### src/plasma_pattern_pixel_top_assert.svh
// Assertion macros shared by the plasma pattern RTL.
`ifndef PLASMA_PATTERN_PIXEL_TOP_ASSERT_SVH
`define PLASMA_PATTERN_PIXEL_TOP_ASSERT_SVH

// Same-cycle implication, checked outside reset.
`define PPP_ASSERT_NOW(lbl, ante, cons, msg) \
  lbl: assert property (@(posedge clk) disable iff (!rst_n) (ante) |-> (cons)) \
    else $error(msg);

// Next-cycle implication, checked outside reset.
`define PPP_ASSERT_NEXT(lbl, ante, cons, msg) \
  lbl: assert property (@(posedge clk) disable iff (!rst_n) (ante) |=> (cons)) \
    else $error(msg);

`endif

### src/ppp_pkg.sv
// Shared constants, types and the sine threshold table for the plasma pattern block.
`timescale 1ns / 1ps
`default_nettype none

package ppp_pkg;

  // Field widths
  localparam int unsigned COORD_W   = 12;
  localparam int unsigned ANGLE_W   = 12;
  localparam int unsigned LEVEL_W   = 8;
  localparam int unsigned NUM_WAVES = 4;
  localparam int unsigned LIN_WAVES = 3;

  // Image bounds; coordinates at or beyond these give level zero
  localparam int unsigned IMAGE_WIDTH  = 4096;
  localparam int unsigned IMAGE_HEIGHT = 4096;

  // Angle scale factors: 2^16 * 4096 / (2*pi*d)
  localparam int unsigned COEF_W = 24;
  localparam logic [COEF_W-1:0] COEF_DIV7 = 24'd6103261;
  localparam logic [COEF_W-1:0] COEF_DIV5 = 24'd8544566;
  localparam logic [COEF_W-1:0] COEF_DIV6 = 24'd7120472;
  localparam logic [COEF_W-1:0] COEF_DIV4 = 24'd10680707;

  localparam int unsigned LIN_SHIFT  = 16;
  localparam int unsigned LIN_PROD_W = LIN_SHIFT + ANGLE_W;
  localparam int unsigned LIN_MUL_W  = COORD_W + 1 + COEF_W;

  // Radius: floor(sqrt((x^2 + y^2) * 2^(2*ROOT_FRAC)))
  localparam int unsigned SQR_W     = 2 * COORD_W;
  localparam int unsigned SQ_W      = SQR_W + 1;
  localparam int unsigned ROOT_FRAC = 4;
  localparam int unsigned ROOT_W    = (SQ_W + 2 * ROOT_FRAC + 1) / 2;
  localparam int unsigned RAD_W     = 2 * ROOT_W;
  localparam int unsigned REM_W     = ROOT_W + 2;

  localparam int unsigned RAD_SHIFT  = 20;
  localparam int unsigned RAD_PROD_W = RAD_SHIFT + ANGLE_W;
  localparam int unsigned RAD_MUL_W  = ROOT_W + COEF_W;

  // Sine lookup
  localparam int unsigned MAG_W = 7;
  localparam int unsigned IDX_W = ANGLE_W - 1;
  localparam int unsigned THR_N = 1 << MAG_W;
  localparam logic [MAG_W-1:0]   MAG_MAX  = '1;
  localparam logic [IDX_W-1:0]   QUARTER  = IDX_W'(1 << (ANGLE_W - 2));
  localparam logic [LEVEL_W-1:0] WAVE_MID = LEVEL_W'(THR_N - 1);
  localparam int unsigned SUM_W = LEVEL_W + $clog2(NUM_WAVES);

  typedef struct packed {
    logic                                oob;
    logic [LIN_WAVES-1:0][ANGLE_W-1:0]   angle;
  } side_t;

  typedef struct packed {
    logic                                oob;
    logic [NUM_WAVES-1:0][ANGLE_W-1:0]   angle;
  } wave_in_t;

  // Entry m: first quarter-wave index whose magnitude reaches m
  typedef logic [THR_N-1:0][IDX_W-1:0] thr_tab_t;

  localparam logic [63:0] PI_Q40  = 64'h3243F6A8885;
  localparam logic [63:0] ONE_Q31 = 64'h80000000;

  // round(127 * sin(a * 2*pi/4096)) over the first quadrant, Q31 series
  function automatic logic [MAG_W-1:0] quarter_sine(input logic [IDX_W-1:0] a);
    logic [63:0] theta;
    logic [63:0] term;
    logic [63:0] s;
    logic [63:0] prod;
    longint      acc;
    logic [3:0]  n;
    theta = (64'(a) * PI_Q40) >> 20;
    term  = theta;
    acc   = longint'(theta);
    for (n = 4'd1; n <= 4'd8; n++) begin
      term = (term * theta) >> 31;
      term = (term * theta) >> 31;
      case (n)
        4'd1:    term = term / 64'd6;
        4'd2:    term = term / 64'd20;
        4'd3:    term = term / 64'd42;
        4'd4:    term = term / 64'd72;
        4'd5:    term = term / 64'd110;
        4'd6:    term = term / 64'd156;
        4'd7:    term = term / 64'd210;
        default: term = term / 64'd272;
      endcase
      if (n[0]) acc = acc - longint'(term);
      else      acc = acc + longint'(term);
    end
    if (acc < 0) acc = 0;
    s = 64'(acc);
    if (s > ONE_Q31) s = ONE_Q31;
    prod = (s * 64'd127 + (ONE_Q31 >> 1)) >> 31;
    return prod[MAG_W-1:0];
  endfunction

  // Magnitude is monotonic over the quadrant, so store its step points
  function automatic thr_tab_t build_sine_thr();
    thr_tab_t         tab;
    int unsigned      a;
    int unsigned      m;
    logic [MAG_W-1:0] mag;
    tab = '0;
    m   = 1;
    for (a = 0; a <= int'(QUARTER); a++) begin
      mag = quarter_sine(IDX_W'(a));
      while (m <= int'(mag)) begin
        tab[MAG_W'(m)] = IDX_W'(a);
        m++;
      end
    end
    return tab;
  endfunction

  localparam thr_tab_t SINE_THR = build_sine_thr();

endpackage

`default_nettype wire

### src/ppp_front.sv
// Front stages: coordinate products, linear angles and the sum of squares.
`timescale 1ns / 1ps
`default_nettype none

module ppp_front #(
  parameter int unsigned IMAGE_WIDTH  = ppp_pkg::IMAGE_WIDTH,
  parameter int unsigned IMAGE_HEIGHT = ppp_pkg::IMAGE_HEIGHT
) (
  input  logic                           clk,
  input  logic                           rst_n,
  input  logic                           en,
  input  logic                           in_vld,
  input  logic [ppp_pkg::COORD_W-1:0]    in_x,
  input  logic [ppp_pkg::COORD_W-1:0]    in_y,
  input  logic [ppp_pkg::ANGLE_W-1:0]    phase,
  output logic                           out_vld,
  output ppp_pkg::side_t                 out_side,
  output logic [ppp_pkg::SQ_W-1:0]       out_sumsq
);
  import ppp_pkg::*;

  localparam logic [LIN_PROD_W-1:0] LIN_HALF = LIN_PROD_W'(1) << (LIN_SHIFT - 1);

  // Stage A: multiplies
  logic                  vld_a_r;
  logic                  oob_a_r;
  logic [LIN_PROD_W-1:0] p7_a_r;
  logic [LIN_PROD_W-1:0] p5_a_r;
  logic [LIN_PROD_W-1:0] p6_a_r;
  logic [SQR_W-1:0]      xx_a_r;
  logic [SQR_W-1:0]      yy_a_r;

  logic                  oob_nxt;
  logic [LIN_PROD_W-1:0] p7_nxt;
  logic [LIN_PROD_W-1:0] p5_nxt;
  logic [LIN_PROD_W-1:0] p6_nxt;
  logic [SQR_W-1:0]      xx_nxt;
  logic [SQR_W-1:0]      yy_nxt;

  // Stage B: angles and sum of squares
  logic             vld_b_r;
  side_t            side_b_r;
  logic [SQ_W-1:0]  sumsq_b_r;

  side_t            side_nxt;
  logic [SQ_W-1:0]  sumsq_nxt;
  logic [LIN_PROD_W-1:0] r7, r5, r6;

  always_comb begin
    oob_nxt = ((COORD_W + 1)'(in_x) >= (COORD_W + 1)'(IMAGE_WIDTH)) ||
              ((COORD_W + 1)'(in_y) >= (COORD_W + 1)'(IMAGE_HEIGHT));
    p7_nxt  = LIN_PROD_W'(LIN_MUL_W'(in_x) * LIN_MUL_W'(COEF_DIV7));
    p5_nxt  = LIN_PROD_W'(LIN_MUL_W'(in_y) * LIN_MUL_W'(COEF_DIV5));
    p6_nxt  = LIN_PROD_W'(LIN_MUL_W'(LIN_MUL_W'(in_x) + LIN_MUL_W'(in_y)) *
                          LIN_MUL_W'(COEF_DIV6));
    xx_nxt  = SQR_W'(in_x) * SQR_W'(in_x);
    yy_nxt  = SQR_W'(in_y) * SQR_W'(in_y);
  end

  always_comb begin
    // round to the nearest angle unit, keep one turn
    r7 = p7_a_r + LIN_HALF;
    r5 = p5_a_r + LIN_HALF;
    r6 = p6_a_r + LIN_HALF;
    side_nxt.oob      = oob_a_r;
    side_nxt.angle[0] = r7[LIN_SHIFT +: ANGLE_W] + phase;
    side_nxt.angle[1] = r5[LIN_SHIFT +: ANGLE_W] - phase;
    side_nxt.angle[2] = r6[LIN_SHIFT +: ANGLE_W] - phase;
    sumsq_nxt = SQ_W'(xx_a_r) + SQ_W'(yy_a_r);
  end

  always_ff @(posedge clk) begin
    if (!rst_n) begin
      vld_a_r <= 1'b0;
      vld_b_r <= 1'b0;
    end else if (en) begin
      vld_a_r <= in_vld;
      vld_b_r <= vld_a_r;
    end
  end

  always_ff @(posedge clk) begin
    if (en) begin
      oob_a_r   <= oob_nxt;
      p7_a_r    <= p7_nxt;
      p5_a_r    <= p5_nxt;
      p6_a_r    <= p6_nxt;
      xx_a_r    <= xx_nxt;
      yy_a_r    <= yy_nxt;
      side_b_r  <= side_nxt;
      sumsq_b_r <= sumsq_nxt;
    end
  end

  assign out_vld   = vld_b_r;
  assign out_side  = side_b_r;
  assign out_sumsq = sumsq_b_r;

endmodule

`default_nettype wire

### config.mk
export PLATFORM = sky130hd
export DESIGN_NAME = ppp_front
export DESIGN_NICKNAME = d
export VERILOG_FILES = /design/src/plasma_pattern_pixel_top_assert.svh /design/src/ppp_pkg.sv /design/src/ppp_front.sv
export SDC_FILE = /design/constraint.sdc
export NUM_CORES = 1
export LEC_CHECK = 0
export BUFFER_PORTS_ARGS = -buffer_cell sky130_fd_sc_hd__clkbuf_2
export CAP_MARGIN = 10
export CORE_MARGIN = 2
export CORE_UTILIZATION = 45
export DETAILED_ROUTE_END_ITERATION = 6
export GPL_ROUTABILITY_DRIVEN = 0
export PLACE_DENSITY = 0.68
export SLEW_MARGIN = 5
export SYNTH_ARGS = -nofsm -noshare
export SYNTH_HDL_FRONTEND = slang
export SYNTH_SLANG_ARGS = --single-unit
export TNS_END_PERCENT = 20
### constraint.sdc
create_clock -name clk -period 7.7 [get_ports clk]
set_input_delay 1.155 -clock clk [delete_from_list [all_inputs] [get_ports clk]]
set_output_delay 1.155 -clock clk [all_outputs]
set_load 0.005 [all_outputs]
==> results by group <==
Run status
  – Outcome: finished, final reports clean

Yosys
  – Share of Yosys cell area claimed by the top area cell type: 28.0%
  – Synthesized cell area: 0.0237 mm²
  – Number of library cell types mapped by synthesis: 70
  – Asr flop ratio synth: 0%
  – Leading area contributor after synthesis: fa_1
  – Syn. warnings: 0
  – Ys flop type: edfxtp_1
  – Post-synthesis instance total: 2286
  – Syn avg cell area: 10.4 µm²
  – Post-synth EDFFs: 146
  – Flops & latches, synth: 148
  – Top cells by area, synth: fa_1, ha_1, edfxtp_1
  – Sequential area share after synthesis: 18.6%
  – Syn nets: 3094

Worst setup path
  – Startpoint types: input pin
  – Worst setup path end: p6_a_r[26]
  – CP Max Fanout: 3
  – WP depth: 30
  – Slowest CP cell: fa_1
  – Crit end category: register
  – CP top delay family: adder cells
  – CP most frequent cell: fa_1
  – CP peak stage delay: 570 ps
  – Beginning of the critical path: in_y[0]
  – WP data required: 7890 ps
  – FF-to-FF Start: p5_a_r[15]
  – Setup CP Type: in2reg
  – Reg2reg setup slack: 4310 ps
  – CP Buf/Inv Count: 4
  – Reg-to-Reg End: out_side[21]
  – Worst reg-to-reg path cell count: 13
  – Critical path arrival: 7650 ps

Placement
  – Post-DP Area: 0.0255 mm²
  – Quantity of I/O buffers inserted on ports: 101
  – Pre-CTS setup slack: -411 ps
  – Final HPWL DP: 47.2 mm

Layout
  – Area growth, synth to finish: 9.90%
  – Share of cells above drive strength 1: 8.69%
  – Most frequent cells in the layout: inv_1, ha_1, fa_1
  – Ant. Diodes: 0
  – Commonest non-fill, non-tap cell in the layout: inv_1
  – Final Cell Area: 0.0261 mm²
  – Post-layout nets: 3261

Drt
  – DRC: 0
  – Avg WL per Cell: 17.4 µm
  – ANT nets after route: 0
  – Vias per inst: 5.13
  – Final WL: 54.8 mm
  – Drt first pass iters: 5
  – Number of DRC markers in iteration 0: 737
  – Vias: 16166

Die
  – Core ar.: 0.0523 mm²
  – Boundary pin count: 103
  – Die footprint: 0.0546 mm²
  – Die X: 234 µm
  – Row count: 84
  – Initial Utilization: 45.3%
  – DIE HEIGHT: 234 µm

Clocking
  – CTS tree: built
  – Clock sinks: 148
  – Total CTS buffers: 17
  – Clock tree root driver cell: clkbuf_16
  – H-tree depth: 4
  – Clk slew on worst S/H paths: 60 ps
  – Clock tree buffer depth: 2
  – Clock latency on the worst-skew pair: 450 ps
  – Post-CTS setup buffer count: 0
  – Cts hold-fix bufs: 0

Worst hold path
  – Hold crit path type: reg2reg

Global routing
  – Initial antenna violation count: 1
  – Largest net degree at the start of global routing: 85
  – Total grt overflow: 0
  – All-Layer GR Usage: 21.3%
  – First-pass GRT wire length: 89.9 mm
  – Number of global-route vias before repair: 17823

Timing
  – Fin. max-slew vios: 0
  – Slew Limit Headroom: 44.2%
  – Final worst-path cycle share: 96.8%
  – Setup Viol. Count Final: 0
  – Final Hold Vio Count: 0
  – Final WS setup: 247 ps
  – RSZ-0062 raised after global routing: false
  – Slew at the pin closest to its max-slew limit: 837 ps
  – Final Critical Period: 7450 ps
  – Fmax achieved: 134 MHz
  – Clk_skew: 17.8 ps

Flow run
  – Max Cap Viol: 0
cell usage after synthesis, drive strengths merged (3+ instances only):
master and count:
fa 332, o211ai 5, o21a 19, o21bai 14, nand2b 13, a21oi 79, xor2 47, nand2 69
o21ai 55, a21boi 14, or2 7, inv 532, nor3 22, nor2b 19, o41ai 4, nand4 6
a21o 34, a31oi 4, ha 436, a2111oi 3, mux2i 4, o31a 3, a211oi 7, edfxtp 146
clkinv 7, and3 24, or3 6, xnor2 132, and2 24, clkbuf 5, nand3 30, nor2 150
how the worst min path moves through the flow:
stage | from | depth (start not counted) | slack (ps) | endpoint
global route | vld_a_r | 2 | 560 | out_vld
finish | vld_a_r | 2 | 520 | out_vld
CTS | vld_a_r | 2 | 520 | out_vld
detailed placement | vld_a_r | 2 | 510 | out_vld
floorplan | vld_a_r | 2 | 480 | vld_a_r
global placement | vld_a_r | 2 | 500 | vld_a_r
cell type report:
| class | count | area [µm²] |
|---|---|---|
| Clock inverter | 12 | 158 |
| Fill cell | 4696 | 26300 |
| Multi-Input combinational cell | 1593 | 17300 |
| Timing Repair Buffer | 154 | 910 |
| Inverter | 539 | 2020 |
| Clock buffer | 17 | 425 |
| Sequential cell | 148 | 4420 |
| Tap cell | 688 | 861 |
layer usage:
layer  track usage (%)  share of wire (%)  up-vias
met5                 0              0.029        -
met4              11.7                5.9        2
met3              2.49                3.2      130
met2              37.7                 50      332
met1              25.0                 41     7995
li1                  -                  -     7707
flip-flops by register name, indices dropped and copies added (netlist names):
signal	cells
p5_a_r	13
p6_a_r	13
p7_a_r	14
xx_a_r	22
out_vld	1
out_side	36
out_sumsq	25
vld_a_r	1
yy_a_r	23
worst reg2reg max path, cell delays in order (launching register included):
cell and delay [ps]:
edfxtp_1 410, ha_1 260, xor2_1 350, ha_1 300, nor2b_1 120, o21ai_0 230, a21boi_1 130, o21ai_0 240
a21boi_0 170, o21ai_0 260, a21boi_1 140, o21ai_0 250, nor2b_1 200, xnor2_1 80
what timing repair did:
item	CTS	global route
gates resized for setup	0	6
endpoints found under the hold margin	0	0
setup endpoints to repair	0	4
stage by stage:
| step | TNS (ps) | hold WS (ps) | util [%] | instances |
|---|---|---|---|---|
| detailed placement | -1610 | 509 | 48.7 | 3122 |
| floorplan | 0 | 482 | - | 2286 |
| CTS | 0 | 521 | 49.8 | 3151 |
| finish | 0 | 517 | 49.8 | 3151 |
| global placement | -790 | 498 | 48.7 | 3122 |
| global route | 0 | 558 | 49.8 | 3151 |
cells by family (layout without fill, tap and decap cells):
family,count (synthesis),after routing,synth area share [%]
fa+ha+maj,768,768,51.0
buf+inv,545,722,8.64
simple gates,380,380,7.53
compound gates,259,259,7.28
xor+xnor,179,179,6.61
flops,148,148,18.6
mux,6,6,0.264
other cells,1,1,0.0158
Power is not shown: default switching activity piles up to over one toggle a cycle in this logic, so the estimate is an artifact.
