[src/plasma_pattern_pixel_top_assert.svh]
// Assertion macros shared by the plasma pattern RTL.
`ifndef PLASMA_PATTERN_PIXEL_TOP_ASSERT_SVH
`define PLASMA_PATTERN_PIXEL_TOP_ASSERT_SVH

// Same-cycle implication, checked outside reset.
`define PPP_ASSERT_NOW(lbl, ante, cons, msg) \
  lbl: assert property (@(posedge clk) disable iff (!rst_n) (ante) |-> (cons)) \
    else $error(msg);

// Next-cycle implication, checked outside reset.
`define PPP_ASSERT_NEXT(lbl, ante, cons, msg) \
  lbl: assert property (@(posedge clk) disable iff (!rst_n) (ante) |=> (cons)) \
    else $error(msg);

`endif

[src/ppp_pkg.sv]
// Shared constants, types and the sine threshold table for the plasma pattern block.
`timescale 1ns / 1ps
`default_nettype none

package ppp_pkg;

  // Field widths
  localparam int unsigned COORD_W   = 12;
  localparam int unsigned ANGLE_W   = 12;
  localparam int unsigned LEVEL_W   = 8;
  localparam int unsigned NUM_WAVES = 4;
  localparam int unsigned LIN_WAVES = 3;

  // Image bounds; coordinates at or beyond these give level zero
  localparam int unsigned IMAGE_WIDTH  = 4096;
  localparam int unsigned IMAGE_HEIGHT = 4096;

  // Angle scale factors: 2^16 * 4096 / (2*pi*d)
  localparam int unsigned COEF_W = 24;
  localparam logic [COEF_W-1:0] COEF_DIV7 = 24'd6103261;
  localparam logic [COEF_W-1:0] COEF_DIV5 = 24'd8544566;
  localparam logic [COEF_W-1:0] COEF_DIV6 = 24'd7120472;
  localparam logic [COEF_W-1:0] COEF_DIV4 = 24'd10680707;

  localparam int unsigned LIN_SHIFT  = 16;
  localparam int unsigned LIN_PROD_W = LIN_SHIFT + ANGLE_W;
  localparam int unsigned LIN_MUL_W  = COORD_W + 1 + COEF_W;

  // Radius: floor(sqrt((x^2 + y^2) * 2^(2*ROOT_FRAC)))
  localparam int unsigned SQR_W     = 2 * COORD_W;
  localparam int unsigned SQ_W      = SQR_W + 1;
  localparam int unsigned ROOT_FRAC = 4;
  localparam int unsigned ROOT_W    = (SQ_W + 2 * ROOT_FRAC + 1) / 2;
  localparam int unsigned RAD_W     = 2 * ROOT_W;
  localparam int unsigned REM_W     = ROOT_W + 2;

  localparam int unsigned RAD_SHIFT  = 20;
  localparam int unsigned RAD_PROD_W = RAD_SHIFT + ANGLE_W;
  localparam int unsigned RAD_MUL_W  = ROOT_W + COEF_W;

  // Sine lookup
  localparam int unsigned MAG_W = 7;
  localparam int unsigned IDX_W = ANGLE_W - 1;
  localparam int unsigned THR_N = 1 << MAG_W;
  localparam logic [MAG_W-1:0]   MAG_MAX  = '1;
  localparam logic [IDX_W-1:0]   QUARTER  = IDX_W'(1 << (ANGLE_W - 2));
  localparam logic [LEVEL_W-1:0] WAVE_MID = LEVEL_W'(THR_N - 1);
  localparam int unsigned SUM_W = LEVEL_W + $clog2(NUM_WAVES);

  typedef struct packed {
    logic                                oob;
    logic [LIN_WAVES-1:0][ANGLE_W-1:0]   angle;
  } side_t;

  typedef struct packed {
    logic                                oob;
    logic [NUM_WAVES-1:0][ANGLE_W-1:0]   angle;
  } wave_in_t;

  // Entry m: first quarter-wave index whose magnitude reaches m
  typedef logic [THR_N-1:0][IDX_W-1:0] thr_tab_t;

  localparam logic [63:0] PI_Q40  = 64'h3243F6A8885;
  localparam logic [63:0] ONE_Q31 = 64'h80000000;

  // round(127 * sin(a * 2*pi/4096)) over the first quadrant, Q31 series
  function automatic logic [MAG_W-1:0] quarter_sine(input logic [IDX_W-1:0] a);
    logic [63:0] theta;
    logic [63:0] term;
    logic [63:0] s;
    logic [63:0] prod;
    longint      acc;
    logic [3:0]  n;
    theta = (64'(a) * PI_Q40) >> 20;
    term  = theta;
    acc   = longint'(theta);
    for (n = 4'd1; n <= 4'd8; n++) begin
      term = (term * theta) >> 31;
      term = (term * theta) >> 31;
      case (n)
        4'd1:    term = term / 64'd6;
        4'd2:    term = term / 64'd20;
        4'd3:    term = term / 64'd42;
        4'd4:    term = term / 64'd72;
        4'd5:    term = term / 64'd110;
        4'd6:    term = term / 64'd156;
        4'd7:    term = term / 64'd210;
        default: term = term / 64'd272;
      endcase
      if (n[0]) acc = acc - longint'(term);
      else      acc = acc + longint'(term);
    end
    if (acc < 0) acc = 0;
    s = 64'(acc);
    if (s > ONE_Q31) s = ONE_Q31;
    prod = (s * 64'd127 + (ONE_Q31 >> 1)) >> 31;
    return prod[MAG_W-1:0];
  endfunction

  // Magnitude is monotonic over the quadrant, so store its step points
  function automatic thr_tab_t build_sine_thr();
    thr_tab_t         tab;
    int unsigned      a;
    int unsigned      m;
    logic [MAG_W-1:0] mag;
    tab = '0;
    m   = 1;
    for (a = 0; a <= int'(QUARTER); a++) begin
      mag = quarter_sine(IDX_W'(a));
      while (m <= int'(mag)) begin
        tab[MAG_W'(m)] = IDX_W'(a);
        m++;
      end
    end
    return tab;
  endfunction

  localparam thr_tab_t SINE_THR = build_sine_thr();

endpackage

`default_nettype wire

[src/ppp_root.sv]
// Pipelined digit-by-digit square root, one result bit per stage.
`timescale 1ns / 1ps
`default_nettype none
`include "plasma_pattern_pixel_top_assert.svh"

module ppp_root (
  input  logic                        clk,
  input  logic                        rst_n,
  input  logic                        en,
  input  logic                        in_vld,
  input  logic [ppp_pkg::SQ_W-1:0]    in_sumsq,
  input  ppp_pkg::side_t              in_side,
  output logic                        out_vld,
  output logic [ppp_pkg::ROOT_W-1:0]  out_root,
  output ppp_pkg::side_t              out_side
);
  import ppp_pkg::*;

  localparam int unsigned CUR_W = REM_W + 2;

  logic              vld_r  [ROOT_W];
  side_t             side_r [ROOT_W];
  logic [REM_W-1:0]  rem_r  [ROOT_W];
  logic [ROOT_W-1:0] root_r [ROOT_W];
  logic [RAD_W-1:0]  rad_r  [ROOT_W];

  logic [REM_W-1:0]  rem_in   [ROOT_W];
  logic [ROOT_W-1:0] root_in  [ROOT_W];
  logic [RAD_W-1:0]  rad_in   [ROOT_W];
  logic [CUR_W-1:0]  cur      [ROOT_W];
  logic [CUR_W-1:0]  trial    [ROOT_W];
  logic [CUR_W-1:0]  diff     [ROOT_W];
  logic              ge       [ROOT_W];
  logic [REM_W-1:0]  rem_nxt  [ROOT_W];
  logic [ROOT_W-1:0] root_nxt [ROOT_W];
  logic [RAD_W-1:0]  rad_nxt  [ROOT_W];

  always_comb begin
    for (int i = 0; i < int'(ROOT_W); i++) begin
      if (i == 0) begin
        rem_in[i]  = '0;
        root_in[i] = '0;
        rad_in[i]  = RAD_W'({in_sumsq, {(2 * ROOT_FRAC){1'b0}}});
      end else begin
        rem_in[i]  = rem_r[i-1];
        root_in[i] = root_r[i-1];
        rad_in[i]  = rad_r[i-1];
      end
      // bring down the next pair of radicand bits and try a one digit
      cur[i]      = {rem_in[i], rad_in[i][RAD_W-1 -: 2]};
      trial[i]    = CUR_W'({root_in[i], 2'b01});
      diff[i]     = cur[i] - trial[i];
      ge[i]       = cur[i] >= trial[i];
      rem_nxt[i]  = ge[i] ? diff[i][REM_W-1:0] : cur[i][REM_W-1:0];
      root_nxt[i] = {root_in[i][ROOT_W-2:0], ge[i]};
      rad_nxt[i]  = rad_in[i] << 2;
    end
  end

  always_ff @(posedge clk) begin
    if (!rst_n) begin
      for (int i = 0; i < int'(ROOT_W); i++) vld_r[i] <= 1'b0;
    end else if (en) begin
      vld_r[0] <= in_vld;
      for (int i = 1; i < int'(ROOT_W); i++) vld_r[i] <= vld_r[i-1];
    end
  end

  always_ff @(posedge clk) begin
    if (en) begin
      side_r[0] <= in_side;
      for (int i = 1; i < int'(ROOT_W); i++) side_r[i] <= side_r[i-1];
      for (int i = 0; i < int'(ROOT_W); i++) begin
        rem_r[i]  <= rem_nxt[i];
        root_r[i] <= root_nxt[i];
        rad_r[i]  <= rad_nxt[i];
      end
    end
  end

  assign out_vld  = vld_r[ROOT_W-1];
  assign out_root = root_r[ROOT_W-1];
  assign out_side = side_r[ROOT_W-1];

  // A floor root leaves a remainder no larger than twice the root
  `PPP_ASSERT_NOW(a_root_rem_bound, vld_r[ROOT_W-1],
    (rem_r[ROOT_W-1] <= {root_r[ROOT_W-1], 1'b0}), "root remainder out of bound")

endmodule

`default_nettype wire

[config.mk]
export PLATFORM = sky130hd
export DESIGN_NAME = ppp_root
export DESIGN_NICKNAME = d
export VERILOG_FILES = /design/src/ppp_pkg.sv /design/src/ppp_root.sv
export VERILOG_INCLUDE_DIRS = /design/src /design/src/src
export SDC_FILE = /design/constraint.sdc
export NUM_CORES = 1
export LEC_CHECK = 0
export BUFFER_PORTS_ARGS = -buffer_cell sky130_fd_sc_hd__buf_4
export CORE_ASPECT_RATIO = 1.4
export CORE_MARGIN = 8
export CORE_UTILIZATION = 56
export CTS_CLUSTER_SIZE = 16
export DETAILED_ROUTE_END_ITERATION = 8
export GPL_TIMING_DRIVEN = 0
export PLACE_DENSITY = 0.75
export SLEW_MARGIN = 30
export SYNTH_ARGS = -nofsm -noshare
export SYNTH_HDL_FRONTEND = slang
export SYNTH_SLANG_ARGS = --single-unit
[constraint.sdc]
create_clock -name clk -period 2.45 [get_ports clk]
set_input_delay 0.3675 -clock clk [delete_from_list [all_inputs] [get_ports clk]]
set_output_delay 0.3675 -clock clk [all_outputs]
set_load 0.03 [all_outputs]
==> run summary <==
The tools report the post-layout instance count excluding filler cells as 4635. Setup slack on the worst reg-to-reg path comes out at -240 ps. Entering global routing, the biggest net connects 139 pins.

Setup repair after global routing could not meet its margin everywhere. The flow ran to the end, but the final reports show violations. The global routing usage on met1 was 16.6%.

The tools report the number of antenna repair diodes as 0. Most frequent standard cell in the layout excluding fill and tap cells: sky130_fd_sc_hd__edfxtp_1. TritonCTS built the clock tree. The clock sink total came out at 1230. The logs give 128 for the number of core rows and 2.79% for the met3 routing resource usage after global routing. The predominant post-synthesis flop cell was sky130_fd_sc_hd__edfxtp_1. The tools report the final net count as 3669.

The first detailed-routing pass took 6 iterations. For this run the aggregate overflow at the end of global routing stands at 0. The highest fanout seen on the critical path came out at 5. In the layout the commonest cells are 1230 x sky130_fd_sc_hd__edfxtp_1, 286 x sky130_fd_sc_hd__buf_4, 185 x sky130_fd_sc_hd__inv_1. The tools report the via count of the routed design as 25.6k.

The number of nets handed over by synthesis was 3216. The timing-limited maximum frequency is 0.372 GHz. The endpoint of the lowest-slack register-to-register path is rem_r[0][257]. At the worst endpoint, the required time is 2880 ps. The worst path arrival time is 3120 ps.

The die covers 96600 µm². Worst IR drop on VDD: 717 µV. The hold slack is 86.7 ps, and the final standard cell utilization of the core is 68.4%.

Counting I/O delays and the setup requirement, the final critical path takes 2690 ps. Max-cap violations in this run came to 0. For the overall fraction of global-route tracks in use, the log shows 18.1%.

STA classifies the critical path endpoint as a register. The tools report the post-route total power as 50.0 mW. The count of endpoints failing hold in the final timing report is 0, and the number of remaining DRC errors is 0. After legalization and detailed placement, the total HPWL measured 56.0 mm. Counting both buffers and inverters, the worst setup path holds a total of 2. In this run, placement finished with an instance count of 4218. Routability-driven placement finished with a final weighted congestion of 0.954. The run gives 26.7k as the via count of the first global-routing pass.

Dividing the detail-routed wire length by the instance count gives 19.3 µm. With fillers left out, the area of the finished cells amounts to 59100 µm². The path with the worst hold slack has its endpoint at side_r[0][0]. The post-synthesis average cell area was 16.3 µm². The area growth from synthesis to layout is 21.6%. During I/O placement, the number of pins put on the boundary was 121. Yosys printed 0 warnings. The transition at the pin with the smallest max-transition slack was 792 ps; the ratio of cells with drive above 1 in the final layout was 24.2%. The root buffer cell is sky130_fd_sc_hd__clkbuf_16.

Start of the worst register-to-register path: rem_r[0][228]. The analysis attributes to cell leakage a power of 21.6 nW. In the finished design, the share of the clock period the worst path needs comes to 110%. The first global-routing pass estimated 137 mm of wire. The worst hold path belongs to the class input port to register.

After detailed routing, the total wire length is 89.5 mm. The tools report the area of the core as 86500 µm². The tools report the final number of max-transition violations as 0.

In the routed layout, each cell is associated on average with a via count of 5.52. The hold path depth came out at 1. The slowest cell on the critical path is sky130_fd_sc_hd__edfxtp_1. The number of buffers between clock root and the deepest sink was 3. The worst setup path is of the register to register kind.

Traced cell by cell, the critical path runs through ha_4 -> a211oi_4 -> o21bai_2 -> a21o_4 -> a211o_4 -> nor2_4 -> inv_4 -> buf_8 -> mux2_4. In this run the tool buffered the top-level ports with 120 buffer cells. The share of the Yosys chip area taken by registers is 76.0%. Timing analysis after detailed placement gives a worst setup slack of -1790 ps. Once placement finished, the instance area stood at 51300 µm².

The cell area that synthesis handed to floorplanning was 48600 µm². For the setup slack after layout, the log shows -238 ps. Adding up every negative setup slack in the final design gives -5780 ps. STA classifies the critical path startpoint as a register. The clock-pin slew on the worst setup and hold paths is 70 ps, and the power per cell area is 846 nW/µm². The largest stage delay on the critical path is 520 ps, and the post-synthesis cell type count is 84. The logs give 0 for the initial antenna violation count and 710 ps for the insertion delay of the later-clocked pin in the worst-skew pair. In this run the most critical hold path is launched from en.

Once detail routing completed, the nets flagged for antenna violations numbered 0. The number of buffers added by the clock tree synthesis step was 108; the worst slew slack as a fraction of its limit was 46.8%. The initial utilization of the core area, before any placement, comes to 56.2%. Setup violations remaining at the end of the flow were counted as 57. After the first detailed-routing iteration, the DRC count stood at 1673. Synthesis handed over a netlist of 2984 instances.

The checks that failed: setup timing. The die boundary width was 265 µm. Across the routed clock network, the largest skew measured is 26.1 ps. The level count of the clock H-tree was 3; the number of enable flip-flop cells after synthesis was 1230. The highest-utilization routing layer at the global route stage was met2. Synthesis inferred 1230 register bits. The vertical extent of the die was 365 µm; the number of cells on the worst reg-to-reg path was 9. The run gives 35.9% as the met2 track demand over resource. Family with the most delay on the worst path: compound AO/OA/AOI/OAI gates.

Of all flip-flops after synthesis, the portion carrying an async set or reset was 0%.
synthesized netlist by cell type, types with 23 or more instances:
| master | n | share of area (%) |
|---|---|---|
| sky130_fd_sc_hd__clkbuf_1 | 23 | 0.18 |
| sky130_fd_sc_hd__o21a_1 | 36 | 0.56 |
| sky130_fd_sc_hd__xor2_1 | 81 | 1.5 |
| sky130_fd_sc_hd__and3_1 | 27 | 0.35 |
| sky130_fd_sc_hd__nand3_1 | 35 | 0.36 |
| sky130_fd_sc_hd__or3_1 | 25 | 0.32 |
| sky130_fd_sc_hd__o21ai_0 | 102 | 1.1 |
| sky130_fd_sc_hd__a21oi_1 | 145 | 1.5 |
| sky130_fd_sc_hd__edfxtp_1 | 1230 | 76 |
| sky130_fd_sc_hd__xnor2_1 | 109 | 2.0 |
| sky130_fd_sc_hd__mux2_2 | 49 | 1.1 |
| sky130_fd_sc_hd__ha_1 | 163 | 4.2 |
| sky130_fd_sc_hd__nor4_1 | 25 | 0.32 |
| sky130_fd_sc_hd__nand2b_1 | 25 | 0.32 |
| sky130_fd_sc_hd__inv_1 | 197 | 1.5 |
| sky130_fd_sc_hd__nor2_1 | 172 | 1.3 |
| sky130_fd_sc_hd__nand2_1 | 104 | 0.80 |
| sky130_fd_sc_hd__nor3_1 | 75 | 0.77 |
| sky130_fd_sc_hd__nand4_1 | 29 | 0.37 |
| sky130_fd_sc_hd__buf_4 | 37 | 0.57 |
state kept, by name, indices dropped and copies added (netlist names):
| signal | flops |
|---|---|
| root_r | 153 |
| rad_r | 156 |
| side_r | 629 |
| vld_r | 17 |
| rem_r | 275 |
layer usage:
metal / share of wire [%] / up-vias / routed length, µm
met3: 3.3 / 284 / 2960
met4: 6.2 / 0 / 5580
met5: 0 / - / 0
li1: - / 12200 / -
met2: 57 / 560 / 51000
met1: 33 / 12500 / 30000
report_power, final:
group	switching, mW	internal, mW
combinational	3.59	3.18
sequential	0.948	25.3
clock	7.42	9.55
total	12.0	38.1
final cells by class:
type / count / area (µm²)
clock inverters: 72 / 787
flip-flops and latches: 1230 / 36900
multi-input cells: 1488 / 12700
fillers: 5514 / 27400
well taps: 1105 / 1380
inverters: 199 / 762
clock buffers: 131 / 2790
plain buffers: 58 / 515
repair buffers: 352 / 3290
cell families (layout without fill, tap and decap cells):
family | Yosys count | after routing | synth area share [%]
DFF | 1230 | 1230 | 76.0
and+or+nand+nor | 620 | 621 | 6.59
AOI/OAI and AO/OA | 451 | 451 | 5.90
buffers and inverters | 267 | 812 | 2.40
xor gates and xnor gates | 191 | 191 | 3.46
adders and majority gates | 166 | 166 | 4.32
muxes | 58 | 58 | 1.34
other | 1 | 1 | 0.00771
what timing repair did:
item                                    in CTS  in global routing
hold endpoints to repair                    67                  0
resized for setup                          280                198
setup buffers                               95                 57
gates cloned                                 8                  4
pin swaps                                   63                 72
endpoints found under the setup margin     523                410
hold buffers                                64                  0
worst max-delay path by stage:
stage | cells after the start | startpoint | to | slack, ps
final | 9 | rem_r[0][228] | rem_r[0][257] | -240
after global routing | 9 | rem_r[0][247] | rem_r[0][280] | -260
after CTS | 9 | rem_r[0][228] | rem_r[0][257] | -210
after detailed placement | 9 | root_r[0][231] | rem_r[0][281] | -1790
after global placement | 2 | en | vld_r[0][10] | -9330
after floorplan | 6 | rem_r[0][81] | rem_r[0][100] | -60
worst reg2reg max path, delay by kind of cell, from the launching register on:
family                     cells  cell delay [ps]
buffers and inverters          2              220
muxes                          1              320
adders and majority gates      1              250
and+or+nand+nor                1              200
AOI/OAI and AO/OA              4              920
DFF                            1              520
No activity file was read; power rests on OpenSTA's default activity.
