[src/plasma_pattern_pixel_top_assert.svh]
// Assertion macros shared by the plasma pattern RTL.
`ifndef PLASMA_PATTERN_PIXEL_TOP_ASSERT_SVH
`define PLASMA_PATTERN_PIXEL_TOP_ASSERT_SVH

// Same-cycle implication, checked outside reset.
`define PPP_ASSERT_NOW(lbl, ante, cons, msg) \
  lbl: assert property (@(posedge clk) disable iff (!rst_n) (ante) |-> (cons)) \
    else $error(msg);

// Next-cycle implication, checked outside reset.
`define PPP_ASSERT_NEXT(lbl, ante, cons, msg) \
  lbl: assert property (@(posedge clk) disable iff (!rst_n) (ante) |=> (cons)) \
    else $error(msg);

`endif

[src/ppp_pkg.sv]
// Shared constants, types and the sine threshold table for the plasma pattern block.
`timescale 1ns / 1ps
`default_nettype none

package ppp_pkg;

  // Field widths
  localparam int unsigned COORD_W   = 12;
  localparam int unsigned ANGLE_W   = 12;
  localparam int unsigned LEVEL_W   = 8;
  localparam int unsigned NUM_WAVES = 4;
  localparam int unsigned LIN_WAVES = 3;

  // Image bounds; coordinates at or beyond these give level zero
  localparam int unsigned IMAGE_WIDTH  = 4096;
  localparam int unsigned IMAGE_HEIGHT = 4096;

  // Angle scale factors: 2^16 * 4096 / (2*pi*d)
  localparam int unsigned COEF_W = 24;
  localparam logic [COEF_W-1:0] COEF_DIV7 = 24'd6103261;
  localparam logic [COEF_W-1:0] COEF_DIV5 = 24'd8544566;
  localparam logic [COEF_W-1:0] COEF_DIV6 = 24'd7120472;
  localparam logic [COEF_W-1:0] COEF_DIV4 = 24'd10680707;

  localparam int unsigned LIN_SHIFT  = 16;
  localparam int unsigned LIN_PROD_W = LIN_SHIFT + ANGLE_W;
  localparam int unsigned LIN_MUL_W  = COORD_W + 1 + COEF_W;

  // Radius: floor(sqrt((x^2 + y^2) * 2^(2*ROOT_FRAC)))
  localparam int unsigned SQR_W     = 2 * COORD_W;
  localparam int unsigned SQ_W      = SQR_W + 1;
  localparam int unsigned ROOT_FRAC = 4;
  localparam int unsigned ROOT_W    = (SQ_W + 2 * ROOT_FRAC + 1) / 2;
  localparam int unsigned RAD_W     = 2 * ROOT_W;
  localparam int unsigned REM_W     = ROOT_W + 2;

  localparam int unsigned RAD_SHIFT  = 20;
  localparam int unsigned RAD_PROD_W = RAD_SHIFT + ANGLE_W;
  localparam int unsigned RAD_MUL_W  = ROOT_W + COEF_W;

  // Sine lookup
  localparam int unsigned MAG_W = 7;
  localparam int unsigned IDX_W = ANGLE_W - 1;
  localparam int unsigned THR_N = 1 << MAG_W;
  localparam logic [MAG_W-1:0]   MAG_MAX  = '1;
  localparam logic [IDX_W-1:0]   QUARTER  = IDX_W'(1 << (ANGLE_W - 2));
  localparam logic [LEVEL_W-1:0] WAVE_MID = LEVEL_W'(THR_N - 1);
  localparam int unsigned SUM_W = LEVEL_W + $clog2(NUM_WAVES);

  typedef struct packed {
    logic                                oob;
    logic [LIN_WAVES-1:0][ANGLE_W-1:0]   angle;
  } side_t;

  typedef struct packed {
    logic                                oob;
    logic [NUM_WAVES-1:0][ANGLE_W-1:0]   angle;
  } wave_in_t;

  // Entry m: first quarter-wave index whose magnitude reaches m
  typedef logic [THR_N-1:0][IDX_W-1:0] thr_tab_t;

  localparam logic [63:0] PI_Q40  = 64'h3243F6A8885;
  localparam logic [63:0] ONE_Q31 = 64'h80000000;

  // round(127 * sin(a * 2*pi/4096)) over the first quadrant, Q31 series
  function automatic logic [MAG_W-1:0] quarter_sine(input logic [IDX_W-1:0] a);
    logic [63:0] theta;
    logic [63:0] term;
    logic [63:0] s;
    logic [63:0] prod;
    longint      acc;
    logic [3:0]  n;
    theta = (64'(a) * PI_Q40) >> 20;
    term  = theta;
    acc   = longint'(theta);
    for (n = 4'd1; n <= 4'd8; n++) begin
      term = (term * theta) >> 31;
      term = (term * theta) >> 31;
      case (n)
        4'd1:    term = term / 64'd6;
        4'd2:    term = term / 64'd20;
        4'd3:    term = term / 64'd42;
        4'd4:    term = term / 64'd72;
        4'd5:    term = term / 64'd110;
        4'd6:    term = term / 64'd156;
        4'd7:    term = term / 64'd210;
        default: term = term / 64'd272;
      endcase
      if (n[0]) acc = acc - longint'(term);
      else      acc = acc + longint'(term);
    end
    if (acc < 0) acc = 0;
    s = 64'(acc);
    if (s > ONE_Q31) s = ONE_Q31;
    prod = (s * 64'd127 + (ONE_Q31 >> 1)) >> 31;
    return prod[MAG_W-1:0];
  endfunction

  // Magnitude is monotonic over the quadrant, so store its step points
  function automatic thr_tab_t build_sine_thr();
    thr_tab_t         tab;
    int unsigned      a;
    int unsigned      m;
    logic [MAG_W-1:0] mag;
    tab = '0;
    m   = 1;
    for (a = 0; a <= int'(QUARTER); a++) begin
      mag = quarter_sine(IDX_W'(a));
      while (m <= int'(mag)) begin
        tab[MAG_W'(m)] = IDX_W'(a);
        m++;
      end
    end
    return tab;
  endfunction

  localparam thr_tab_t SINE_THR = build_sine_thr();

endpackage

`default_nettype wire

[src/ppp_radial.sv]
// Radial angle: scale the radius and subtract the frame phase.
`timescale 1ns / 1ps
`default_nettype none

module ppp_radial (
  input  logic                        clk,
  input  logic                        rst_n,
  input  logic                        en,
  input  logic                        in_vld,
  input  logic [ppp_pkg::ROOT_W-1:0]  in_root,
  input  ppp_pkg::side_t              in_side,
  input  logic [ppp_pkg::ANGLE_W-1:0] phase,
  output logic                        out_vld,
  output ppp_pkg::wave_in_t           out_wave
);
  import ppp_pkg::*;

  localparam logic [RAD_PROD_W-1:0] RAD_HALF = RAD_PROD_W'(1) << (RAD_SHIFT - 1);

  logic                  vld_p_r;
  side_t                 side_p_r;
  logic [RAD_PROD_W-1:0] prod_p_r;
  logic [RAD_PROD_W-1:0] prod_nxt;

  logic                  vld_q_r;
  wave_in_t              wave_q_r;
  wave_in_t              wave_nxt;
  logic [RAD_PROD_W-1:0] rounded;

  always_comb begin
    prod_nxt = RAD_PROD_W'(RAD_MUL_W'(in_root) * RAD_MUL_W'(COEF_DIV4));
  end

  always_comb begin
    rounded            = prod_p_r + RAD_HALF;
    wave_nxt.oob       = side_p_r.oob;
    wave_nxt.angle     = {rounded[RAD_SHIFT +: ANGLE_W] - phase, side_p_r.angle};
  end

  always_ff @(posedge clk) begin
    if (!rst_n) begin
      vld_p_r <= 1'b0;
      vld_q_r <= 1'b0;
    end else if (en) begin
      vld_p_r <= in_vld;
      vld_q_r <= vld_p_r;
    end
  end

  always_ff @(posedge clk) begin
    if (en) begin
      side_p_r <= in_side;
      prod_p_r <= prod_nxt;
      wave_q_r <= wave_nxt;
    end
  end

  assign out_vld  = vld_q_r;
  assign out_wave = wave_q_r;

endmodule

`default_nettype wire

[config.mk]
export PLATFORM = sky130hd
export DESIGN_NAME = ppp_radial
export DESIGN_NICKNAME = d
export VERILOG_FILES = /design/src/plasma_pattern_pixel_top_assert.svh /design/src/ppp_pkg.sv /design/src/ppp_radial.sv
export SDC_FILE = /design/constraint.sdc
export NUM_CORES = 1
export LEC_CHECK = 0
export ABC_CLOCK_PERIOD_IN_PS = 9450
export BUFFER_PORTS_ARGS = -buffer_cell sky130_fd_sc_hd__buf_2
export CAP_MARGIN = 20
export CORE_MARGIN = 4
export CORE_UTILIZATION = 64
export DETAILED_ROUTE_END_ITERATION = 10
export PLACE_DENSITY = 0.88
export SETUP_SLACK_MARGIN = 0.1
export SYNTH_ARGS = -nofsm -noshare
export SYNTH_HDL_FRONTEND = slang
export SYNTH_SLANG_ARGS = --single-unit
[constraint.sdc]
create_clock -name clk -period 9.45 [get_ports clk]
set_clock_uncertainty 0.2 [all_clocks]
set_input_delay 0.4725 -clock clk [delete_from_list [all_inputs] [get_ports clk]]
set_output_delay 0.4725 -clock clk [all_outputs]
set_load 0.05 [all_outputs]
==> results of run 1 <==
[worst max-delay path by stage]
stage / startpoint / cells after the start / to / slack [ps]
final: in_root[5] / 19 / prod_p_r[25]$_DFFE_PP_ / 3420
after global placement: in_root[5] / 19 / prod_p_r[29]$_DFFE_PP_ / 3310
after CTS: in_root[5] / 19 / prod_p_r[25]$_DFFE_PP_ / 3450
after floorplan: in_root[5] / 18 / prod_p_r[25]$_DFFE_PP_ / 3650
after detailed placement: in_root[5] / 19 / prod_p_r[25]$_DFFE_PP_ / 3090
after global routing: in_root[5] / 19 / prod_p_r[25]$_DFFE_PP_ / 3190
[layout by cell type (no fill, tap or decap), types with 3 or more instances in the layout]
master	n
inv_1	189
fa_1	107
ha_1	128
and2_1	3
nand2_1	14
bufinv_16	3
o21ai_0	8
o21bai_1	4
xnor2_1	31
and3_1	6
buf_2	118
edfxtp_1	99
nand4_1	3
nor3_1	5
a21oi_1	17
or3_1	3
a21o_1	8
nor2b_1	6
clkbuf_16	9
nand3_1	9
xor2_1	10
nor2_1	15
a211oi_1	4
[flip-flops by register name, summed over array words and instances (netlist names)]
signal	count
vld_p_r	1
side_p_r	37
prod_p_r	13
out_wave	49
out_vld	1
[power by group through the flow]
stage | Clock, mW | Sequential (mW) | Combinational, mW
final | 0.413 | 0.765 | 2.62
after global routing | 0.433 | 0.775 | 3.00
after CTS | 0.414 | 0.765 | 2.62
after detailed placement | 0 | 0.773 | 2.58
after global placement | 0 | 0.765 | 2.41
after floorplan | 0 | 0.900 | 1.90
[cell type report]
class / count / area share [%]
well taps: 172 / 2.21
clock inverters: 6 / 1.14
clock buffers: 10 / 2.35
repair buffers: 121 / 6.50
flip-flops and latches: 101 / 31.0
inverters: 189 / 7.29
multi-input cells: 401 / 49.6
[routing by layer]
metal  routed length, microns  share of wire [%]
met1                     7460                 41
met2                     9210                 51
met3                     1160                6.4
met4                      340                1.9
met5                        0                  0
[stage by stage]
stage	setup WS [ps]	instances	cell area, sq um
after global placement	3310	983	9370
final	3420	1000	9730
after CTS	3450	999	9710
after global routing	3190	1000	9730
after detailed placement	3090	983	9370
after floorplan	3650	691	8550
[kinds of logic (layout without fill, tap and decap cells)]
group	count (synthesis)	count (layout)	synth area share, %
compound gates	53	53	4.03
xor+xnor	41	41	4.20
fa+ha+maj	235	235	43.8
buf+inv	189	326	8.30
flops	101	101	35.3
mux	2	2	0.234
simple gates	70	70	4.17
[worst register-to-register path, cell delays in order, from the launching register on]
cell	delay, ps
edfxtp_1	420
ha_1	320
inv_1	60
ha_1	190
inv_1	80
fa_1	420
a21o_1	230
a21oi_1	300
o21bai_1	120
a21oi_1	260
o21bai_1	90
a21oi_1	340
nor4bb_1	120
or3_1	390
==> flow_summary.toml, run 1 <==
[status]
status = "finished, final reports clean"

[yosys]
dominantRegCellSynth = "edfxtp_1"
async_flop_share_pct = 0
ys_seq_area_share_pct = 35.3
synth_cell_types = 37
yosysWarnings = 0
synthTopCellsByArea = "edfxtp_1 35%, fa_1 25%, ha_1 19%"
syn_inst = 691
synth_area_sq_um = 8550
synth_commonest_cells = "189 x inv_1, 128 x ha_1, 107 x fa_1"
synth.most_common_cell = "inv_1"
synth_area_per_cell_sq_um = 12.4
postSynthNetCount = 996
synth_seq_cells = 101
synth_edf_count = 99
yosysTopAreaCellShare_pct = 34.8
synth_top_cell_by_area = "edfxtp_1"

[hold_path]
worst_hold_path.num_cells = 1
worstHoldStart = "in_side[18]"
worstHoldPathType = "input pin to register"
worstHoldEndpoint = "side_p_r[18]$_DFFE_PP_"

[routing]
vias_per_cell = 5.37
drc = 0
drt_iter0_drc = 342
ant_nets = 0
wl_per_cell_microns = 18.2
dr_total_vias = 5374
drt_wl_total_microns = 18200
dr.pass1.iters = 5

[global_routing]
grt_pass1_vias = 5984
grtUsageMet2_pct = 46.3
grt_use_met3_pct = 3.20
grt_max_degree = 95
overflow = 0
track_usage_pct = 25.6
grt_pass1_wl_microns = 29600
grt_use_met1_pct = 32.5
busiest_layer = "met2"
antenna_found_initial = 0

[cts]
cts_buffers = 9
tritoncts = "yes"
cts_num_sinks = 101
htreeDepth = 3
worstSkewPairLatency_ps = 340
cts_root_buffer = "clkbuf_16"
cts_buffer_depth = 2
postCtsSetupBuffers = 0
hold_buffers = 0
cts_resized = 0
path_clk_slew_ps = 70

[power_and_ir_drop]
swShare_pct = 44.9
switchingPower_mw = 1.71
clkPwrFrac_pct = 10.9
comb_power_share_pct = 69.0
finalPower_mw = 3.80
leakagePower_nw = 4.84
p_seq_share_pct = 20.1
p_int_mw = 2.10
ir_drop_uv = 281
p_per_area_nw_per_um2 = 391

[critical_path]
end_kind = "register"
cp.arrival_ps = 5920
crit_type = "input pin to register"
r2r_end = "out_wave[46]$_DFFE_PP_"
crit_chain = "buf_2, fa_1, inv_1, fa_1, inv_1, fa_1, fa_1, fa_1, inv_1, fa_1, inv_1, ha_1, a21o_1, a21o_1, a221o_1, o21ai_0, nand2b_1, a21oi_2, xnor2_1"
cp_common_cell = "fa_1"
r2r-start = "prod_p_r[19]$_DFFE_PP_"
cpPeakStageDelay_ps = 580
worst-path-max-fanout = 6
cp.required_ps = 9340
cp.buffers_inverters = 5
path_delay_family = "adder cells"
r2r_setup_slack_ps = 5660
startpoint_type = "input pin"
worst_r2r_path_depth = 13
slowest_stage = "fa_1"

[timing]
period_share_pct = 63.8
finalSetupTns_ps = 0
post-route-min-period_ps = 6030
grt_setup_unrepaired = "no"
drv_slew = 0
whs_ps = 101
tightest_slew_ps = 499
setup_viol = 0
slew_headroom_pct = 66.5
finalHoldViolCount = 0
max_freq_ghz = 0.166

[finish]
syn_to_final_growth_pct = 13.9
multi_input_area_sq_um = 4820
nFillCells = 809
drive_above_1_share_pct = 16.9
diodes = 0
fin_util_pct = 75.9
nNetsFinal = 1128
ff_latch_area_sq_um = 3010

[floorplan]
die_height_microns = 124
dieArea_sq_um = 15300
initial_core_util_pct = 66.6
die_x_microns = 124
num_io_pins = 120
core_sq_um = 12800
rows = 41

[job]
maxCapViolCount = 0

[place]
hpwl_microns = 14600
place_congestion = 0.910
io_buffers = 119
(Power assumes the default switching activity.)
==> run 2, diff against run 1 <==
--- a/config.mk
+++ b/config.mk
@@ -5,13 +5,14 @@
 export SDC_FILE = /design/constraint.sdc
 export NUM_CORES = 1
 export LEC_CHECK = 0
-export ABC_CLOCK_PERIOD_IN_PS = 9450
+export ABC_AREA = 1
+export ABC_CLOCK_PERIOD_IN_PS = 5400
 export BUFFER_PORTS_ARGS = -buffer_cell sky130_fd_sc_hd__buf_2
 export CAP_MARGIN = 20
 export CORE_MARGIN = 4
-export CORE_UTILIZATION = 64
+export CORE_UTILIZATION = 55
 export DETAILED_ROUTE_END_ITERATION = 10
-export PLACE_DENSITY = 0.88
+export PLACE_DENSITY = 0.79
 export SETUP_SLACK_MARGIN = 0.1
 export SYNTH_ARGS = -nofsm -noshare
 export SYNTH_HDL_FRONTEND = slang
==> constraint.sdc (replaced) <==
create_clock -name clk -period 5.4 [get_ports clk]
set_clock_uncertainty 0.2 [all_clocks]
set_input_delay 0.27 -clock clk [delete_from_list [all_inputs] [get_ports clk]]
set_output_delay 0.27 -clock clk [all_outputs]
set_load 0.05 [all_outputs]
==> flow_summary.toml, run 2 <==
[timing]
post-route-min-period_ps = 5040
max_freq_ghz = 0.198
tightest_slew_ps = 813
finalHoldViolCount = 0
finalSetupTns_ps = 0
period_share_pct = 93.4
drv_slew = 0
setup_viol = 0
grt_setup_unrepaired = "no"
slew_headroom_pct = 45.8

[critical_path]
crit_chain = "buf_2, fa_1, inv_1, fa_1, inv_1, fa_1, fa_1, fa_1, inv_1, fa_1, inv_1, ha_1, nand2_2, inv_1, a21oi_1, nand2_1, a21oi_1, nand2_1, nand2_1, nand2_1"
worst-path-max-fanout = 3
worst_r2r_path_depth = 12
r2r_setup_slack_ps = 2420
cpPeakStageDelay_ps = 570
end_kind = "register"
cp.required_ps = 5300
path_delay_family = "adder cells"
slowest_stage = "fa_1"
cp.depth = 20
cp_common_cell = "fa_1"
cp.arrival_ps = 4940
r2r-start = "prod_p_r[19]$_DFFE_PP_"
crit_type = "input pin to register"
startpoint_type = "input pin"
cp.buffers_inverters = 6
critical_path.startpoint = "in_root[5]"
r2r_end = "out_wave[46]$_DFFE_PP_"
crit_end = "prod_p_r[28]$_DFFE_PP_"

[routing]
dr.pass1.iters = 5
vias_per_cell = 5.02
ant_nets = 0
dr_total_vias = 7544
drt_wl_total_microns = 23500
drt_iter0_drc = 432
drc = 0
wl_per_cell_microns = 15.6

[floorplan]
die_x_microns = 143
initial_core_util_pct = 55.8
num_io_pins = 120
die_height_microns = 143
dieArea_sq_um = 20400
core_sq_um = 17900
rows = 49

[yosys]
dominantRegCellSynth = "edfxtp_1"
synth_seq_cells = 101
synth.most_common_cell = "inv_1"
synth_cell_types = 30
synthTopCellsByArea = "edfxtp_1 30%, fa_1 21%, ha_1 16%"
yosysWarnings = 0
async_flop_share_pct = 0
yosysTopAreaCellShare_pct = 29.7
synth_area_per_cell_sq_um = 9.20
postSynthNetCount = 1391
synth_top_cell_by_area = "edfxtp_1"
syn_inst = 1086
synth_edf_count = 99
ys_seq_area_share_pct = 30.1
synth_area_sq_um = 9990
synth_commonest_cells = "308 x inv_1, 235 x nand2_1, 128 x ha_1"

[finish]
nFillCells = 1428
syn_to_final_growth_pct = 16.6
drive_above_1_share_pct = 13.8
largest_reg_flops = 49
layout_common_cells = "308 x inv_1, 235 x nand2_1, 128 x ha_1"
diodes = 0
finalNonFillerCells = 1502
nNetsFinal = 1573
final_common_cell = "inv_1"

[cts]
cts_resized = 0
tritoncts = "yes"
cts_root_buffer = "clkbuf_16"
hold_buffers = 39
htreeDepth = 3
postCtsSetupBuffers = 0
cts_num_sinks = 101
cts_buffers = 9
cts_buffer_depth = 2
path_clk_slew_ps = 70
worstSkewPairLatency_ps = 340

[global_routing]
busiest_layer = "met2"
overflow = 0
grtUsageMet2_pct = 43.7
grt_use_met3_pct = 2.58
grt_use_met1_pct = 29.0
track_usage_pct = 23.7
grt_max_degree = 68
grt_pass1_wl_microns = 38000
grt_pass1_vias = 7945
antenna_found_initial = 0

[job]
maxCapViolCount = 0

[place]
hpwl_microns = 19000
numPlacedInstances = 1447
io_buffers = 119
place_congestion = 0.975

[hold_path]
worstHoldPathType = "input pin to register"

[status]
status = "finished, final reports clean"
## run 2: cell types whose count changed after synthesis, sizes merged, moves of 6 or more
cell,previous run,this run
inv,189,310
xor2,10,17
nor2b,6,0
a21oi,19,28
nand4,3,13
nand3,9,39
xnor2,31,9
nor2,15,55
nand2,14,242
nor3,5,14
## run 2: through the flow
| step | worst slack (ps) | hold WS [ps] | instance area [sq um] | utilization, % |
|---|---|---|---|---|
| 2_1_floorplan | 350 | 169 | 9990 | - |
| 3_3_place_gp | 76.0 | 200 | 11000 | 61.3 |
| 3_5_place_dp | 13.7 | 205 | 11000 | 61.3 |
| 4_1_cts | 395 | 119 | 11700 | 65.1 |
| 5_1_grt | 103 | 150 | 11700 | 65.1 |
| 6_report | 357 | 134 | 11700 | 65.1 |
## run 2: how the worst min path moves through the flow
stage	cells past startpoint	to	slack (ps)	startpoint
after floorplan	0	side_p_r[0]$_DFFE_PP_	170	in_side[0]
after global placement	0	out_wave[19]$_DFFE_PP_	200	side_p_r[19]$_DFFE_PP_
after detailed placement	0	out_wave[14]$_DFFE_PP_	200	side_p_r[14]$_DFFE_PP_
after CTS	3	out_wave[36]$_DFFE_PP_	120	phase[0]
after global routing	3	out_wave[36]$_DFFE_PP_	150	phase[0]
final	3	out_wave[36]$_DFFE_PP_	130	phase[0]
## run 2: cell type report
| cell class | count | area [sq um] | share of cell area [%] |
|---|---|---|---|
| Timing Repair Buffer | 171 | 1090 | 9.32 |
| Multi-Input combinational cell | 674 | 5810 | 49.9 |
| Inverter | 311 | 1170 | 10.0 |
| Sequential cell | 101 | 3010 | 25.9 |
| Tap cell | 229 | 287 | 2.46 |
| Clock buffer | 10 | 229 | 1.97 |
| Clock inverter | 6 | 55.1 | 0.473 |
## run 2: worst min-delay path, stage by stage
cell and delay [ps]:
buf_2 80, ha_1 120, inv_1 40
## run 2: kinds of logic after synthesis
logic type	Yosys count	share of synthesized area (%)
xor+xnor	26	2.28
compound gates	44	2.50
simple gates	369	15.9
fa+ha+maj	235	37.5
buf+inv	311	11.7
flops	101	30.1
## run 2: per-layer routing
metal | routed length [microns] | part of all wire [%]
met4 | 763 | 3.2
met1 | 9270 | 39
met5 | 0 | 0
met3 | 1350 | 5.7
met2 | 12100 | 52
Power of run 2 is left out: the tool's default activity adds up to more than one toggle a clock period on the data nets, which glitch-free logic cannot reach.
==> run 3, diff against run 2 <==
--- a/config.mk
+++ b/config.mk
@@ -6,14 +6,14 @@
 export NUM_CORES = 1
 export LEC_CHECK = 0
 export ABC_AREA = 1
-export ABC_CLOCK_PERIOD_IN_PS = 5400
-export BUFFER_PORTS_ARGS = -buffer_cell sky130_fd_sc_hd__buf_2
+export ABC_CLOCK_PERIOD_IN_PS = 4000
+export BUFFER_PORTS_ARGS = -buffer_cell sky130_fd_sc_hd__clkbuf_2
 export CAP_MARGIN = 20
 export CORE_MARGIN = 4
 export CORE_UTILIZATION = 55
 export DETAILED_ROUTE_END_ITERATION = 10
 export PLACE_DENSITY = 0.79
-export SETUP_SLACK_MARGIN = 0.1
+export SETUP_SLACK_MARGIN = 0.02
 export SYNTH_ARGS = -nofsm -noshare
 export SYNTH_HDL_FRONTEND = slang
 export SYNTH_SLANG_ARGS = --single-unit
==> constraint.sdc (replaced) <==
create_clock -name clk -period 4 [get_ports clk]
set_clock_uncertainty 0.2 [all_clocks]
set_input_delay 0.2 -clock clk [delete_from_list [all_inputs] [get_ports clk]]
set_output_delay 0.2 -clock clk [all_outputs]
set_load 0.05 [all_outputs]
==> flow_summary.toml, run 3 (same netlist as run 2, synthesis figures left out) <==
[global_routing]
grt_pass1_wl_microns = 41100
track_usage_pct = 25.9
antenna_found_initial = 0
grt_pass1_vias = 8318
grt_max_degree = 81
overflow = 0

[timing]
period_share_pct = 116
post-route-min-period_ps = 4640
max_freq_ghz = 0.216
worst_slack_ps = -635
drv_slew = 0
finalSetupTns_ps = -7590
setup_viol = 13
slew_headroom_pct = 34.9
tightest_slew_ps = 977
grt_setup_unrepaired = "yes"
finalHoldViolCount = 0

[routing]
vias_per_cell = 5.01
wl_met3_microns = 1300
top_layer = "met4"
dr.pass1.iters = 7
ant_nets = 0
dr_total_vias = 8006
drt_iter0_drc = 367
wl_met1_microns = 9980
drt_wl_total_microns = 26300
drc = 0
wl_per_cell_microns = 16.4
dr_wl_met2_microns = 13900

[finish]
nNetsFinal = 1668
largest_reg_flops = 49
layout_common_cells = "295 x inv_1, 214 x nand2_1, 113 x clkbuf_2"
multi_input_area_sq_um = 6350
fin_util_pct = 72.3
finalNonFillerCells = 1598
drive_above_1_share_pct = 26.6
ff_latch_area_sq_um = 3010
syn_to_final_growth_pct = 29.6
final_common_cell = "inv_1"
nFillCells = 1234

[floorplan]
die_x_microns = 143
initial_core_util_pct = 55.8
core_sq_um = 17900
die_height_microns = 143
rows = 49
dieArea_sq_um = 20400
num_io_pins = 120

[cts]
htreeDepth = 3
tritoncts = "yes"
cts_num_sinks = 101
cts_buffer_depth = 2
path_clk_slew_ps = 70
worstSkewPairLatency_ps = 350
cts_root_buffer = "clkbuf_16"
cts_buffers = 9

[place]
post-place-ws_ps = -1100
numPlacedInstances = 1533
hpwl_microns = 20000
place_congestion = 0.948
io_buffers = 119

[critical_path]
r2r-start = "prod_p_r[19]$_DFFE_PP_"
end_kind = "register"
startpoint_type = "input pin"
cp.arrival_ps = 4540
worst-path-max-fanout = 4
cp_common_cell = "fa_1"
path_delay_family = "adder cells"
crit_type = "input pin to register"
cp.buffers_inverters = 4
cp.required_ps = 3900
crit_chain = "clkbuf_16, fa_2, inv_2, fa_1, fa_1, inv_1, fa_2, fa_1, fa_1, ha_4, nand2_4, buf_4, nor3_4, nand3_2, nand4_1, nand2_1"
critical_path.startpoint = "in_root[7]"
slowest_stage = "fa_2"
cpPeakStageDelay_ps = 590

[status]
status = "finished, violations left"
violations = "setup timing"

[hold_path]
worstHoldStart = "phase[0]"
worstHoldPathType = "input pin to register"

[job]
maxCapViolCount = 0
[run 3: metal layers]
metal	up-vias	track usage, %
met4	0	10.7
met5	-	0
li1	3878	-
met2	285	48.2
met1	3767	30.3
met3	76	2.98
[run 3: worst paths after layout]
check	slack, ps	end	depth (start not counted)
setup / recovery	-640	prod_p_r[27]$_DFFE_PP_	16
hold / removal	60	out_wave[36]$_DFFE_PP_	3
setup reg to reg	800	out_wave[46]$_DFFE_PP_	12
hold reg to reg	220	out_wave[7]$_DFFE_PP_	0
[run 3: repair_timing]
action / CTS / global route
gates resized for setup: 39 / 39
hold buffers: 40 / 0
endpoints found under the hold margin: 39 / 0
endpoints found under the setup margin: 13 / 13
buffers inserted: 5 / 3
pin swaps: 43 / 26
gates cloned: 0 / 0
[run 3: cell type report]
cell class | instances | share of cell area, %
Clock inverter | 7 | 0.444
Tap cell | 229 | 2.21
Multi-Input combinational cell | 674 | 49.1
Clock buffer | 9 | 1.74
Timing Repair Buffer | 266 | 14.2
Sequential cell | 101 | 23.3
Antenna cell | 1 | 0.0193
Inverter | 311 | 9.02
[run 3: through the flow]
step	hold slack, ps	area, sq um
2_1_floorplan	98.9	10200
3_3_place_gp	177	11900
3_5_place_dp	179	11900
4_1_cts	65.0	12800
5_1_grt	91.7	12900
6_report	61.4	12900
[run 3: tightest hold or removal path: cells and delay by family]
kind	cells	cell delay (ps)
adder cells (fa/ha/maj)	1	120
buffers and inverters	2	120
Power of run 3 is left out for the same reason.
